## src/joystick_moving_average_deadzone_macros.svh

```systemverilog
// Assertion macros for the filter's top-level RTL file.
`ifndef JOYSTICK_MOVING_AVERAGE_DEADZONE_MACROS_SVH
`define JOYSTICK_MOVING_AVERAGE_DEADZONE_MACROS_SVH
`ifndef ASSERT_OFF
`define JMAD_ASSERT(lbl, clk, rst_n, prop) \
	lbl: assert property (@(posedge clk) disable iff (!rst_n) prop) \
		else $error("assertion failed");
`define JMAD_ASSERT_NEVER(lbl, clk, rst_n, cond) \
	lbl: assert property (@(posedge clk) disable iff (!rst_n) !(cond)) \
		else $error("forbidden condition seen");
`else
`define JMAD_ASSERT(lbl, clk, rst_n, prop)
`define JMAD_ASSERT_NEVER(lbl, clk, rst_n, cond)
`endif
`endif

```

## src/jmad_pkg.sv

```systemverilog
`timescale 1ns / 1ps
package jmad_pkg;

	localparam int SAMPLE_W = 16;
	localparam int PCT_W    = 8;
	localparam int FS_W     = 16;
	localparam int DZ_W     = 15;
	localparam int CHANNELS = 4;
	localparam int CH_W     = 2;

	// Shared divider: the widest dividend is a 16-bit magnitude times 100.
	localparam int QUO_W = 23;
	localparam int DVS_W = 16;

	localparam logic [6:0]        PCT_SCALE = 7'd100;
	localparam logic [QUO_W-1:0]  PCT_LIMIT = 23'd100;

	localparam logic [CH_W-1:0] CH_X    = 2'd0;
	localparam logic [CH_W-1:0] CH_Y    = 2'd1;
	localparam logic [CH_W-1:0] CH_B1   = 2'd2;
	localparam logic [CH_W-1:0] CH_B2   = 2'd3;
	localparam logic [CH_W-1:0] CH_LAST = CH_B2;

	localparam logic REG_FULL_SCALE = 1'b0;
	localparam logic REG_DEAD_ZONE  = 1'b1;

	typedef enum logic [3:0] {
		ST_IDLE,
		ST_WRITE,
		ST_READ,
		ST_SUM,
		ST_MEAN,
		ST_MAP,
		ST_MUL,
		ST_MAP_GO,
		ST_MAP_WAIT,
		ST_NEXT,
		ST_DONE
	} jmad_state_t;

endpackage

```

## src/jmad_if.sv

```systemverilog
`timescale 1ns / 1ps
interface jmad_frame_if;
	import jmad_pkg::*;

	logic                valid;
	logic                ready;
	logic [SAMPLE_W-1:0] axis_x_sample;
	logic [SAMPLE_W-1:0] axis_y_sample;
	logic [SAMPLE_W-1:0] battery_one_sample;
	logic [SAMPLE_W-1:0] battery_two_sample;

	modport source (output valid, axis_x_sample, axis_y_sample, battery_one_sample,
		battery_two_sample, input ready);
	modport sink (input valid, axis_x_sample, axis_y_sample, battery_one_sample,
		battery_two_sample, output ready);
endinterface

interface jmad_result_if;
	import jmad_pkg::*;

	logic                    valid;
	logic                    ready;
	logic signed [PCT_W-1:0] axis_x_percent;
	logic signed [PCT_W-1:0] axis_y_percent;
	logic [SAMPLE_W-1:0]     battery_one_level;
	logic [SAMPLE_W-1:0]     battery_two_level;

	modport source (output valid, axis_x_percent, axis_y_percent, battery_one_level,
		battery_two_level, input ready);
	modport sink (input valid, axis_x_percent, axis_y_percent, battery_one_level,
		battery_two_level, output ready);
endinterface

```

## src/jmad_ram.sv

```systemverilog
`timescale 1ns / 1ps
module jmad_ram #(
	parameter int WIDTH = 16,
	parameter int DEPTH = 32
) (
	input  logic                     clk,
	input  logic                     we,
	input  logic [$clog2(DEPTH)-1:0] waddr,
	input  logic [WIDTH-1:0]         wdata,
	input  logic [$clog2(DEPTH)-1:0] raddr,
	output logic [WIDTH-1:0]         rdata
);

	logic [WIDTH-1:0] mem_q [DEPTH];
	logic [WIDTH-1:0] rdata_q;

	always_ff @(posedge clk) begin
		if (we) begin
			mem_q[waddr] <= wdata;
		end
		rdata_q <= mem_q[raddr];
	end

	assign rdata = rdata_q;

endmodule

```

## src/jmad_div.sv

```systemverilog
`timescale 1ns / 1ps
module jmad_div #(
	parameter int DVD_W = 23,
	parameter int DVS_W = 16
) (
	input  logic             clk,
	input  logic             arst_n,
	input  logic             start,
	input  logic [DVD_W-1:0] dividend,
	input  logic [DVS_W-1:0] divisor,
	output logic             done,
	output logic [DVD_W-1:0] quotient
);

	localparam int CNT_W = $clog2(DVD_W + 1);

	logic             busy_q;
	logic             done_q;
	logic [CNT_W-1:0] cnt_q;
	logic [DVS_W-1:0] rem_q;
	logic [DVS_W-1:0] dvs_q;
	logic [DVD_W-1:0] quo_q;
	logic [DVS_W:0]   trial;
	logic [DVS_W:0]   diff;
	logic             fits;

	// Restoring division, one quotient bit per cycle, most significant first.
	always_comb begin
		trial = {rem_q, quo_q[DVD_W-1]};
		diff  = trial - {1'b0, dvs_q};
		fits  = trial >= {1'b0, dvs_q};
	end

	always_ff @(posedge clk or negedge arst_n) begin
		if (!arst_n) begin
			busy_q <= 1'b0;
			done_q <= 1'b0;
			cnt_q  <= '0;
		end else begin
			done_q <= 1'b0;
			if (start) begin
				busy_q <= 1'b1;
				cnt_q  <= CNT_W'(DVD_W);
			end else if (busy_q) begin
				cnt_q <= cnt_q - 1'b1;
				if (cnt_q == CNT_W'(1)) begin
					busy_q <= 1'b0;
					done_q <= 1'b1;
				end
			end
		end
	end

	always_ff @(posedge clk) begin
		if (start) begin
			rem_q <= '0;
			quo_q <= dividend;
			dvs_q <= divisor;
		end else if (busy_q) begin
			rem_q <= fits ? diff[DVS_W-1:0] : trial[DVS_W-1:0];
			quo_q <= {quo_q[DVD_W-2:0], fits};
		end
	end

	assign done     = done_q;
	assign quotient = quo_q;

endmodule

```

## src/joystick_moving_average_deadzone.sv

```systemverilog
`timescale 1ns / 1ps
// Moving-average filter for a four-channel converter frame (joystick X and Y, two battery
// channels) with a dead-band percent mapping of the joystick axes. Frames come in on the
// frame channel, one filtered result per frame leaves on the result channel, and the
// result register lets the next frame be taken while a result still waits. The block
// works on one frame at a time; the first frame after reset fills every slot of the
// sample RAM with that frame. The time a frame takes is set by the single sample RAM
// read port, once per stored sample, and by the shared radix-2 divider, which forms each
// axis percent; the channel means come from a constant reciprocal multiply. An axis inside
// the dead band, or with a band at least half of full scale, skips its divider pass.
// Registers on the APB port: full_scale at 0x0, dead_zone at 0x4; write them only
// while idle.
`include "joystick_moving_average_deadzone_macros.svh"
module joystick_moving_average_deadzone #(
	parameter int FILTER_LEN = 8
) (
	input  logic          clk,
	input  logic          arst_n,
	input  logic          psel,
	input  logic          penable,
	input  logic          pwrite,
	input  logic [2:0]    paddr,
	input  logic [31:0]   pwdata,
	output logic [31:0]   prdata,
	output logic          pready,
	jmad_frame_if.sink    frame,
	jmad_result_if.source result
);
	import jmad_pkg::*;

	localparam int POS_W  = $clog2(FILTER_LEN);
	localparam int DEPTH  = CHANNELS * FILTER_LEN;
	localparam int ADDR_W = $clog2(DEPTH);
	localparam int SUM_W  = SAMPLE_W + $clog2(FILTER_LEN);
	localparam logic [POS_W-1:0] LAST = POS_W'(FILTER_LEN - 1);
	// Floor of sum / FILTER_LEN as (sum * MEAN_RCP) >> MEAN_SH, exact for any SUM_W-bit sum.
	localparam int MEAN_SH = SUM_W + $clog2(FILTER_LEN);
	localparam int RCP_W   = SUM_W + 1;
	localparam int MUL_W   = SUM_W + RCP_W;
	localparam logic [RCP_W-1:0] MEAN_RCP = RCP_W'(((longint'(1) << MEAN_SH)
		+ longint'(FILTER_LEN) - 1) / longint'(FILTER_LEN));

	jmad_state_t state_q, state_d;

	logic [FS_W-1:0]     full_scale_q;
	logic [DZ_W-1:0]     dead_zone_q;
	logic [SAMPLE_W-1:0] smp_q [CHANNELS];
	logic                primed_q;
	logic                fill_q;
	logic [POS_W-1:0]    pos_q;
	logic [CH_W-1:0]     ch_q;
	logic [POS_W-1:0]    idx_q;
	logic                rd_pend_q;
	logic [SUM_W-1:0]    acc_q;
	logic [SAMPLE_W-1:0] avg_q;
	logic [SAMPLE_W-1:0] mag_q;
	logic                neg_q;
	logic                zero_q;
	logic [QUO_W-1:0]    prod_q;
	logic [PCT_W-1:0]    pct_q [2];
	logic [SAMPLE_W-1:0] lvl_q [2];
	logic                out_valid_q;
	logic [PCT_W-1:0]    out_x_q;
	logic [PCT_W-1:0]    out_y_q;
	logic [SAMPLE_W-1:0] out_b1_q;
	logic [SAMPLE_W-1:0] out_b2_q;

	logic                cfg_wr;
	logic                accept;
	logic                wr_last;
	logic                out_ld;
	logic                ram_we;
	logic [ADDR_W-1:0]   ram_waddr;
	logic [ADDR_W-1:0]   ram_raddr;
	logic [SAMPLE_W-1:0] ram_rdata;
	logic                div_start;
	logic [QUO_W-1:0]    div_dividend;
	logic [DVS_W-1:0]    div_divisor;
	logic                div_done;
	logic [QUO_W-1:0]    div_quotient;
	logic [MUL_W-1:0]    mean_prod;
	logic [SAMPLE_W-1:0] mean_val;
	logic                pct_ok;

	logic [DZ_W-1:0]     half;
	logic signed [16:0]  span;
	logic                span_pos;
	logic signed [17:0]  centred;
	logic signed [17:0]  dz_s;
	logic signed [17:0]  above;
	logic signed [17:0]  below;
	logic                is_above;
	logic                is_below;
	logic [6:0]          sat;
	logic [PCT_W-1:0]    pct_val;

	// Configuration port.
	assign pready = 1'b1;
	assign cfg_wr = psel && penable && pwrite && pready;
	assign prdata = (paddr[2] == REG_DEAD_ZONE) ? {17'd0, dead_zone_q} : {16'd0, full_scale_q};

	always_ff @(posedge clk or negedge arst_n) begin
		if (!arst_n) begin
			full_scale_q <= 16'd4095;
			dead_zone_q  <= 15'd100;
		end else if (cfg_wr) begin
			if (paddr[2] == REG_FULL_SCALE) begin
				full_scale_q <= pwdata[FS_W-1:0];
			end else begin
				dead_zone_q <= pwdata[DZ_W-1:0];
			end
		end
	end

	assign mean_prod = MUL_W'(acc_q) * MUL_W'(MEAN_RCP);
	assign mean_val  = mean_prod[MEAN_SH +: SAMPLE_W];

	// Axis mapping arithmetic on the registered mean.
	always_comb begin
		half     = full_scale_q[FS_W-1:1];
		span     = $signed({2'b00, half}) - $signed({2'b00, dead_zone_q});
		span_pos = !span[16] && (span != 17'sd0);
		centred  = $signed({2'b00, avg_q}) - $signed({3'b000, half});
		dz_s     = $signed({3'b000, dead_zone_q});
		above    = centred - dz_s;
		below    = 18'sd0 - centred - dz_s;
		is_above = centred > dz_s;
		is_below = centred < (18'sd0 - dz_s);
		sat      = (div_quotient > PCT_LIMIT) ? PCT_SCALE : div_quotient[6:0];
		pct_val  = neg_q ? (8'd0 - {1'b0, sat}) : {1'b0, sat};
	end

	assign wr_last = (ch_q == CH_LAST) && (!fill_q || (idx_q == LAST));
	assign accept  = frame.valid && frame.ready;

	// Next state.
	always_comb begin
		state_d = state_q;
		case (state_q)
			ST_IDLE:      if (frame.valid) state_d = ST_WRITE;
			ST_WRITE:     if (wr_last) state_d = ST_READ;
			ST_READ:      if (idx_q == LAST) state_d = ST_SUM;
			ST_SUM:       state_d = ST_MEAN;
			ST_MEAN:      state_d = ch_q[1] ? ST_NEXT : ST_MAP;
			ST_MAP:       state_d = ST_MUL;
			ST_MUL:       state_d = zero_q ? ST_NEXT : ST_MAP_GO;
			ST_MAP_GO:    state_d = ST_MAP_WAIT;
			ST_MAP_WAIT:  if (div_done) state_d = ST_NEXT;
			ST_NEXT:      state_d = (ch_q == CH_LAST) ? ST_DONE : ST_READ;
			ST_DONE:      if (!out_valid_q || result.ready) state_d = ST_IDLE;
			default:      state_d = ST_IDLE;
		endcase
	end

	// Sequencer outputs.
	always_comb begin
		ram_we       = 1'b0;
		div_start    = 1'b0;
		div_dividend = prod_q;
		div_divisor  = span[DVS_W-1:0];
		out_ld       = 1'b0;
		ram_waddr    = ADDR_W'(32'(ch_q) * FILTER_LEN + 32'(fill_q ? idx_q : pos_q));
		ram_raddr    = ADDR_W'(32'(ch_q) * FILTER_LEN + 32'(idx_q));
		case (state_q)
			ST_WRITE:   ram_we = 1'b1;
			ST_MAP_GO:  div_start = 1'b1;
			ST_DONE:    out_ld = !out_valid_q || result.ready;
			default:    ram_we = 1'b0;
		endcase
	end

	assign frame.ready = (state_q == ST_IDLE);

	always_ff @(posedge clk or negedge arst_n) begin
		if (!arst_n) begin
			state_q     <= ST_IDLE;
			primed_q    <= 1'b0;
			fill_q      <= 1'b0;
			pos_q       <= '0;
			ch_q        <= '0;
			idx_q       <= '0;
			rd_pend_q   <= 1'b0;
			out_valid_q <= 1'b0;
		end else begin
			state_q   <= state_d;
			rd_pend_q <= (state_q == ST_READ);
			case (state_q)
				ST_IDLE: begin
					if (accept) begin
						fill_q <= !primed_q;
						ch_q   <= '0;
						idx_q  <= '0;
					end
				end
				ST_WRITE: begin
					if (wr_last) begin
						ch_q  <= '0;
						idx_q <= '0;
						if (fill_q) begin
							primed_q <= 1'b1;
						end else begin
							pos_q <= (pos_q == LAST) ? '0 : pos_q + 1'b1;
						end
					end else if (fill_q && (idx_q != LAST)) begin
						idx_q <= idx_q + 1'b1;
					end else begin
						idx_q <= '0;
						ch_q  <= ch_q + 1'b1;
					end
				end
				ST_READ:  idx_q <= (idx_q == LAST) ? '0 : idx_q + 1'b1;
				ST_NEXT: begin
					if (ch_q != CH_LAST) begin
						ch_q <= ch_q + 1'b1;
					end
					idx_q <= '0;
				end
				default:  idx_q <= idx_q;
			endcase
			if (out_ld) begin
				out_valid_q <= 1'b1;
			end else if (result.ready) begin
				out_valid_q <= 1'b0;
			end
		end
	end

	// Datapath registers.
	always_ff @(posedge clk) begin
		if (accept) begin
			smp_q[CH_X]  <= frame.axis_x_sample;
			smp_q[CH_Y]  <= frame.axis_y_sample;
			smp_q[CH_B1] <= frame.battery_one_sample;
			smp_q[CH_B2] <= frame.battery_two_sample;
		end
		// Each read returns in the cycle after its address, so rd_pend_q delays the sum to match.
		if (rd_pend_q) begin
			acc_q <= acc_q + SUM_W'(ram_rdata);
		end else if (state_q == ST_WRITE || state_q == ST_NEXT) begin
			acc_q <= '0;
		end
		if (state_q == ST_MEAN) begin
			avg_q <= mean_val;
			if (ch_q[1]) begin
				lvl_q[ch_q[0]] <= mean_val;
			end
		end
		if (state_q == ST_MAP) begin
			mag_q  <= is_above ? above[SAMPLE_W-1:0] : below[SAMPLE_W-1:0];
			neg_q  <= !is_above;
			zero_q <= !span_pos || !(is_above || is_below);
		end
		if (state_q == ST_MUL) begin
			prod_q <= {7'd0, mag_q} * {16'd0, PCT_SCALE};
			if (zero_q) begin
				pct_q[ch_q[0]] <= '0;
			end
		end
		if (state_q == ST_MAP_WAIT && div_done) begin
			pct_q[ch_q[0]] <= pct_val;
		end
		if (out_ld) begin
			out_x_q  <= pct_q[0];
			out_y_q  <= pct_q[1];
			out_b1_q <= lvl_q[0];
			out_b2_q <= lvl_q[1];
		end
	end

	jmad_ram #(
		.WIDTH(SAMPLE_W),
		.DEPTH(DEPTH)
	) u_store (
		.clk  (clk),
		.we   (ram_we),
		.waddr(ram_waddr),
		.wdata(smp_q[ch_q]),
		.raddr(ram_raddr),
		.rdata(ram_rdata)
	);

	jmad_div #(
		.DVD_W(QUO_W),
		.DVS_W(DVS_W)
	) u_div (
		.clk     (clk),
		.arst_n  (arst_n),
		.start   (div_start),
		.dividend(div_dividend),
		.divisor (div_divisor),
		.done    (div_done),
		.quotient(div_quotient)
	);

	assign result.valid             = out_valid_q;
	assign result.axis_x_percent    = $signed(out_x_q);
	assign result.axis_y_percent    = $signed(out_y_q);
	assign result.battery_one_level = out_b1_q;
	assign result.battery_two_level = out_b2_q;

	assign pct_ok = ($signed(out_x_q) <= 8'sd100) && ($signed(out_x_q) >= -8'sd100)
		&& ($signed(out_y_q) <= 8'sd100) && ($signed(out_y_q) >= -8'sd100);

	`JMAD_ASSERT(a_primed_sticks, clk, arst_n, primed_q |=> primed_q)
	`JMAD_ASSERT(a_pos_in_ring, clk, arst_n, pos_q <= LAST)
	`JMAD_ASSERT(a_div_done_waited, clk, arst_n, div_done |-> (state_q == ST_MAP_WAIT))
	`JMAD_ASSERT(a_pct_range, clk, arst_n, result.valid |-> pct_ok)
	`JMAD_ASSERT_NEVER(a_no_write_after_read, clk, arst_n, ram_we && rd_pend_q)

endmodule

```

## src/flat_wrapper.sv

```systemverilog
// flat-port wrapper written by rule: the top's interface ports become plain ports
module joystick_moving_average_deadzone_flat import jmad_pkg::*;
#(
	parameter int FILTER_LEN = 8
)
  (clk, arst_n, psel, penable, pwrite, paddr, pwdata, prdata, pready, frame_valid, frame_axis_x_sample, frame_axis_y_sample, frame_battery_one_sample, frame_battery_two_sample, frame_ready, result_valid, result_axis_x_percent, result_axis_y_percent, result_battery_one_level, result_battery_two_level, result_ready);
  jmad_frame_if frame_i ();
  jmad_result_if result_i ();
  input  logic clk;
  input  logic arst_n;
  input  logic psel;
  input  logic penable;
  input  logic pwrite;
  input  logic [2:0] paddr;
  input  logic [31:0] pwdata;
  output logic [31:0] prdata;
  output logic pready;
  input wire logic [$bits(frame_i.valid)-1:0] frame_valid;
  input wire logic [$bits(frame_i.axis_x_sample)-1:0] frame_axis_x_sample;
  input wire logic [$bits(frame_i.axis_y_sample)-1:0] frame_axis_y_sample;
  input wire logic [$bits(frame_i.battery_one_sample)-1:0] frame_battery_one_sample;
  input wire logic [$bits(frame_i.battery_two_sample)-1:0] frame_battery_two_sample;
  output wire logic [$bits(frame_i.ready)-1:0] frame_ready;
  output wire logic [$bits(result_i.valid)-1:0] result_valid;
  output wire logic [$bits(result_i.axis_x_percent)-1:0] result_axis_x_percent;
  output wire logic [$bits(result_i.axis_y_percent)-1:0] result_axis_y_percent;
  output wire logic [$bits(result_i.battery_one_level)-1:0] result_battery_one_level;
  output wire logic [$bits(result_i.battery_two_level)-1:0] result_battery_two_level;
  input wire logic [$bits(result_i.ready)-1:0] result_ready;
  assign frame_i.valid = frame_valid;
  assign frame_i.axis_x_sample = frame_axis_x_sample;
  assign frame_i.axis_y_sample = frame_axis_y_sample;
  assign frame_i.battery_one_sample = frame_battery_one_sample;
  assign frame_i.battery_two_sample = frame_battery_two_sample;
  assign frame_ready = frame_i.ready;
  assign result_valid = result_i.valid;
  assign result_axis_x_percent = result_i.axis_x_percent;
  assign result_axis_y_percent = result_i.axis_y_percent;
  assign result_battery_one_level = result_i.battery_one_level;
  assign result_battery_two_level = result_i.battery_two_level;
  assign result_i.ready = result_ready;
  joystick_moving_average_deadzone #(.FILTER_LEN(FILTER_LEN)) u_core (.clk(clk), .arst_n(arst_n), .psel(psel), .penable(penable), .pwrite(pwrite), .paddr(paddr), .pwdata(pwdata), .prdata(prdata), .pready(pready), .frame(frame_i), .result(result_i));
endmodule
```

## config.mk

```make
export PLATFORM = sky130hd
export DESIGN_NAME = joystick_moving_average_deadzone_flat
export DESIGN_NICKNAME = d
export VERILOG_FILES = /design/src/jmad_pkg.sv /design/src/jmad_if.sv /design/src/jmad_ram.sv /design/src/jmad_div.sv /design/src/joystick_moving_average_deadzone.sv /design/src/flat_wrapper.sv
export VERILOG_INCLUDE_DIRS = /design/src /design/src/src
export SDC_FILE = /design/constraint.sdc
export NUM_CORES = 1
export LEC_CHECK = 0
export BUFFER_PORTS_ARGS = -buffer_cell sky130_fd_sc_hd__buf_2
export CAP_MARGIN = 0
export CORE_MARGIN = 2
export CORE_UTILIZATION = 50
export CTS_CLUSTER_DIAMETER = 30
export DETAILED_ROUTE_END_ITERATION = 8
export PLACE_DENSITY_LB_ADDON = 0.25
export SLEW_MARGIN = 0
export SYNTH_ARGS = -nofsm -noshare
export SYNTH_HDL_FRONTEND = slang
export SYNTH_HIERARCHICAL = 1
export SYNTH_SLANG_ARGS = --single-unit
```

## constraint.sdc

```tcl
create_clock -name clk -period 6.2 [get_ports clk]
set_input_delay 0.62 -clock clk [delete_from_list [all_inputs] [get_ports clk]]
set_output_delay 0.62 -clock clk [all_outputs]
set_load 0.01 [all_outputs]
```

==> flow_summary.yaml <==
critical_path:
  crit_required_ns: 6.66
  endpoint_kind: "flip-flop"
  crit_arrival_ns: 5.60
  worstSetupPathType: "reg -> reg"
  crit_start: "u_core/full_scale_q[1]$_DFFE_PN1P_"
  crit_fanout: 6
  start_kind: "flip-flop"
  rr_startpoint: "u_core/full_scale_q[1]$_DFFE_PN1P_"
synth:
  synth.cell_area_mm2: 0.0400
  synthArstFlopShare_pct: 6.20
  synthTopCellsByCount: "785 x edfxtp_1, 283 x mux2i_1, 185 x ha_1, 166 x inv_1, 155 x nor2_1"
  yosys-top-cells-area: "edfxtp_1 59%, mux2i_1 7.1%, ha_1 5.8%"
  synth_warnings: 6
  syn_avg_cell_area_um2: 14.4
  synth.top_cell.area_share_pct: 59.0
  synth_seq_cells: 871
  yosysMostFrequentCell: "edfxtp_1"
  synthCells: 2778
  synth_flop_cell: "edfxtp_1"
  synth_edf_count: 785
  synth_top_area_cell: "edfxtp_1"
  ys_seq_area_share_pct: 64.0
  synthDistinctLibCells: 87
global_routing:
  overflow: 0
  grt_usage_pct: 22.1
  grt_max_degree: 143
  grt_pass1_wl_um: 139000
  antenna_found_initial: 0
  grt_pass1_vias: 24629
route:
  route.detailed.drc: 0
  dr_total_vias: 23989
  ant_nets: 0
  wl_per_cell_um: 21.5
  drt-total-wl_um: 91000
  route.met2.wl_um: 46400
  first_pass_iters: 5
  drt-initial-drc-count: 1675
  met3_length_um: 4710
  via_per_inst: 5.67
  top_layer_used: "met4"
  drt-met1-wl_um: 37100
power_and_ir_drop:
  power.leakage_nw: 18.1
  p_seq_share_pct: 31.6
  internal_power_mw: 17.8
  combPwrFrac_pct: 36.9
  cellPowerDensity_mw_per_mm2: 584
  netSwitchingFraction_pct: 35.4
  clkPwrFrac_pct: 31.5
  switchingPower_mw: 9.77
  peakVddDrop_v: 0.000393
floorplan:
  num_rows: 103
  fp.dieH_um: 287
  start_util_pct: 50.6
  core_mm2: 0.0790
  io_pins: 189
  die_w_um: 287
  dieArea_mm2: 0.0822
status:
  outcome: "completed"
cts:
  cts_buffer_depth: 3
  numCtsBuffers: 162
  clk_pin_slew_worst_paths_ns: 0.05
  cts_resized: 0
  cts_setup_buffers: 0
  cts_sinks: 871
  cts_tree: "built"
  postCtsHoldBufs: 0
  htree_levels: 4
  cts-root-buf: "clkbuf_16"
  insertion_delay_ns: 0.74
sta:
  hold-worst-slack_ns: 0.0558
  setup_viol_count_final: 0
  setup_ws_ns: 1.06
  max_freq_mhz: 195
  finalHoldViolations: 0
  skew_ns: 0.0484
  min_period_ns: 5.14
  relSlewSlack_pct: 13.3
  fin_setup_tns_ns: 0
  slew_violations: 0
  rsz0062_at_grt: "false"
  finalCritPeriodShare_pct: 82.9
  worst_slew_pin_slew_ns: 1.30
layout:
  regArea_mm2: 0.0256
  multi_input_area_mm2: 0.0131
  num_antenna_cells: 0
  area_growth_syn_to_layout_pct: 18.4
  drive_gt1_share_pct: 19.1
  fillCellCount: 5940
  nets: 3352
flow_run:
  cap_violations: 0
place:
  place_congestion: 0.913
  hpwl_um: 58400
  pre_cts_ws_ns: 1.19
  port_buffers: 153
worst_hold_path:
  hold_path_class: "in -> async"
## layer usage
layer  global-route usage, %  vias to the layer above
met5                       0                        -
met2                    38.6                      719
met1                    27.3                    12040
met3                    3.81                      167
met4                    8.74                        0
li1                        -                    11063
## area by class of cell
class                   count  share of cell area [%]
inverters                 167                    1.33
well taps                1050                    2.78
multi-input cells        1645                    27.7
clock buffers             180                    8.89
repair buffers            197                    2.34
flip-flops and latches    871                    54.1
clock inverters           121                    2.91
## path summary, 6_finish.rpt
check	to	slack, ns	cells after the start
setup / recovery	u_core/mag_q[7]$_DFFE_PP_	1.06	18
hold / removal	u_core/u_div/done$_DFF_PN0_	0.06	2
setup reg to reg	u_core/mag_q[7]$_DFFE_PP_	1.06	18
hold reg to reg	u_core/result.battery_two_level[4]$_DFFE_PP_	0.41	0
max in group asynchronous	u_core/idx_q[0]$_DFFE_PN0P_	5.54	2
min in group clk	u_core/smp_q[3][15]$_DFFE_PP_	0.06	1
## worst max-delay path: stages (launching register included)
cell and delay (ns):
dfstp_2 0.54, ha_1 0.17, inv_1 0.06, fa_1 0.42, a211oi_1 0.36, o21bai_1 0.13, a21oi_1 0.19, xnor2_1 0.23
inv_1 0.08, ha_1 0.37, nor2_1 0.08, a21boi_0 0.14, a2111oi_2 0.55, o31ai_1 0.21, o41ai_1 0.34, o21ai_0 0.15
nor2b_2 0.26, inv_1 0.23, mux2_2 0.37
## metrics by stage
step                area [um^2]  cells  total power [mW]  utilization [%]
floorplan                 40000   2795              16.4                -
global placement          41700   3930              18.7             52.8
detailed placement        41700   3930              19.0             52.8
CTS                       47300   4231              27.8             59.9
global route              47300   4231              29.2             59.9
finish                    47300   4231              27.6             59.9
## power groups by stage
stage / Clock (mW) / Sequential (mW) / Combinational [mW]
final: 8.69 / 8.73 / 10.2
after global routing: 9.11 / 8.81 / 11.2
after CTS: 8.82 / 8.73 / 10.3
after detailed placement: 0 / 8.83 / 10.2
after global placement: 0 / 8.80 / 9.89
after floorplan: 0 / 8.49 / 7.90
## cell usage in the layout (no fill, tap or decap), types with 25 or more instances in the layout
master,synthesis,final
nand2_1,116,116
buf_2,18,153
dfxtp_1,32,32
nor2_1,155,147
nand3_1,52,52
clkbuf_16,0,164
a21oi_1,104,104
a22oi_1,65,65
dfrtp_1,39,36
buf_4,37,43
o21ai_0,67,66
nand4_1,25,25
xor2_1,38,38
mux2i_1,283,283
clkinv_2,0,32
a22o_1,36,36
nor3_1,54,52
edfxtp_1,785,785
mux2_2,64,64
ha_1,185,185
nand2b_1,29,29
xnor2_1,67,67
inv_1,166,166
## cell families after synthesis
family                     synth area share [%]
and+or+nand+nor                            6.39
adders and majority gates                  6.64
other                                    0.0188
buffers and inverters                      3.57
AOI/OAI and AO/OA                          7.25
DFF                                        64.0
xor gates and xnor gates                   2.30
muxes                                      9.83
## state kept, by name, summed over array words and instances (netlist names), 19 cells and up
signal                 cells
u_core/smp_q              64
u_core/u_div/quotient     23
u_core/div_dividend       21
u_core/u_store/mem_q     512
u_core/acc_q              19
u_core/lvl_q              32
Power figures use the tool's default switching activity.
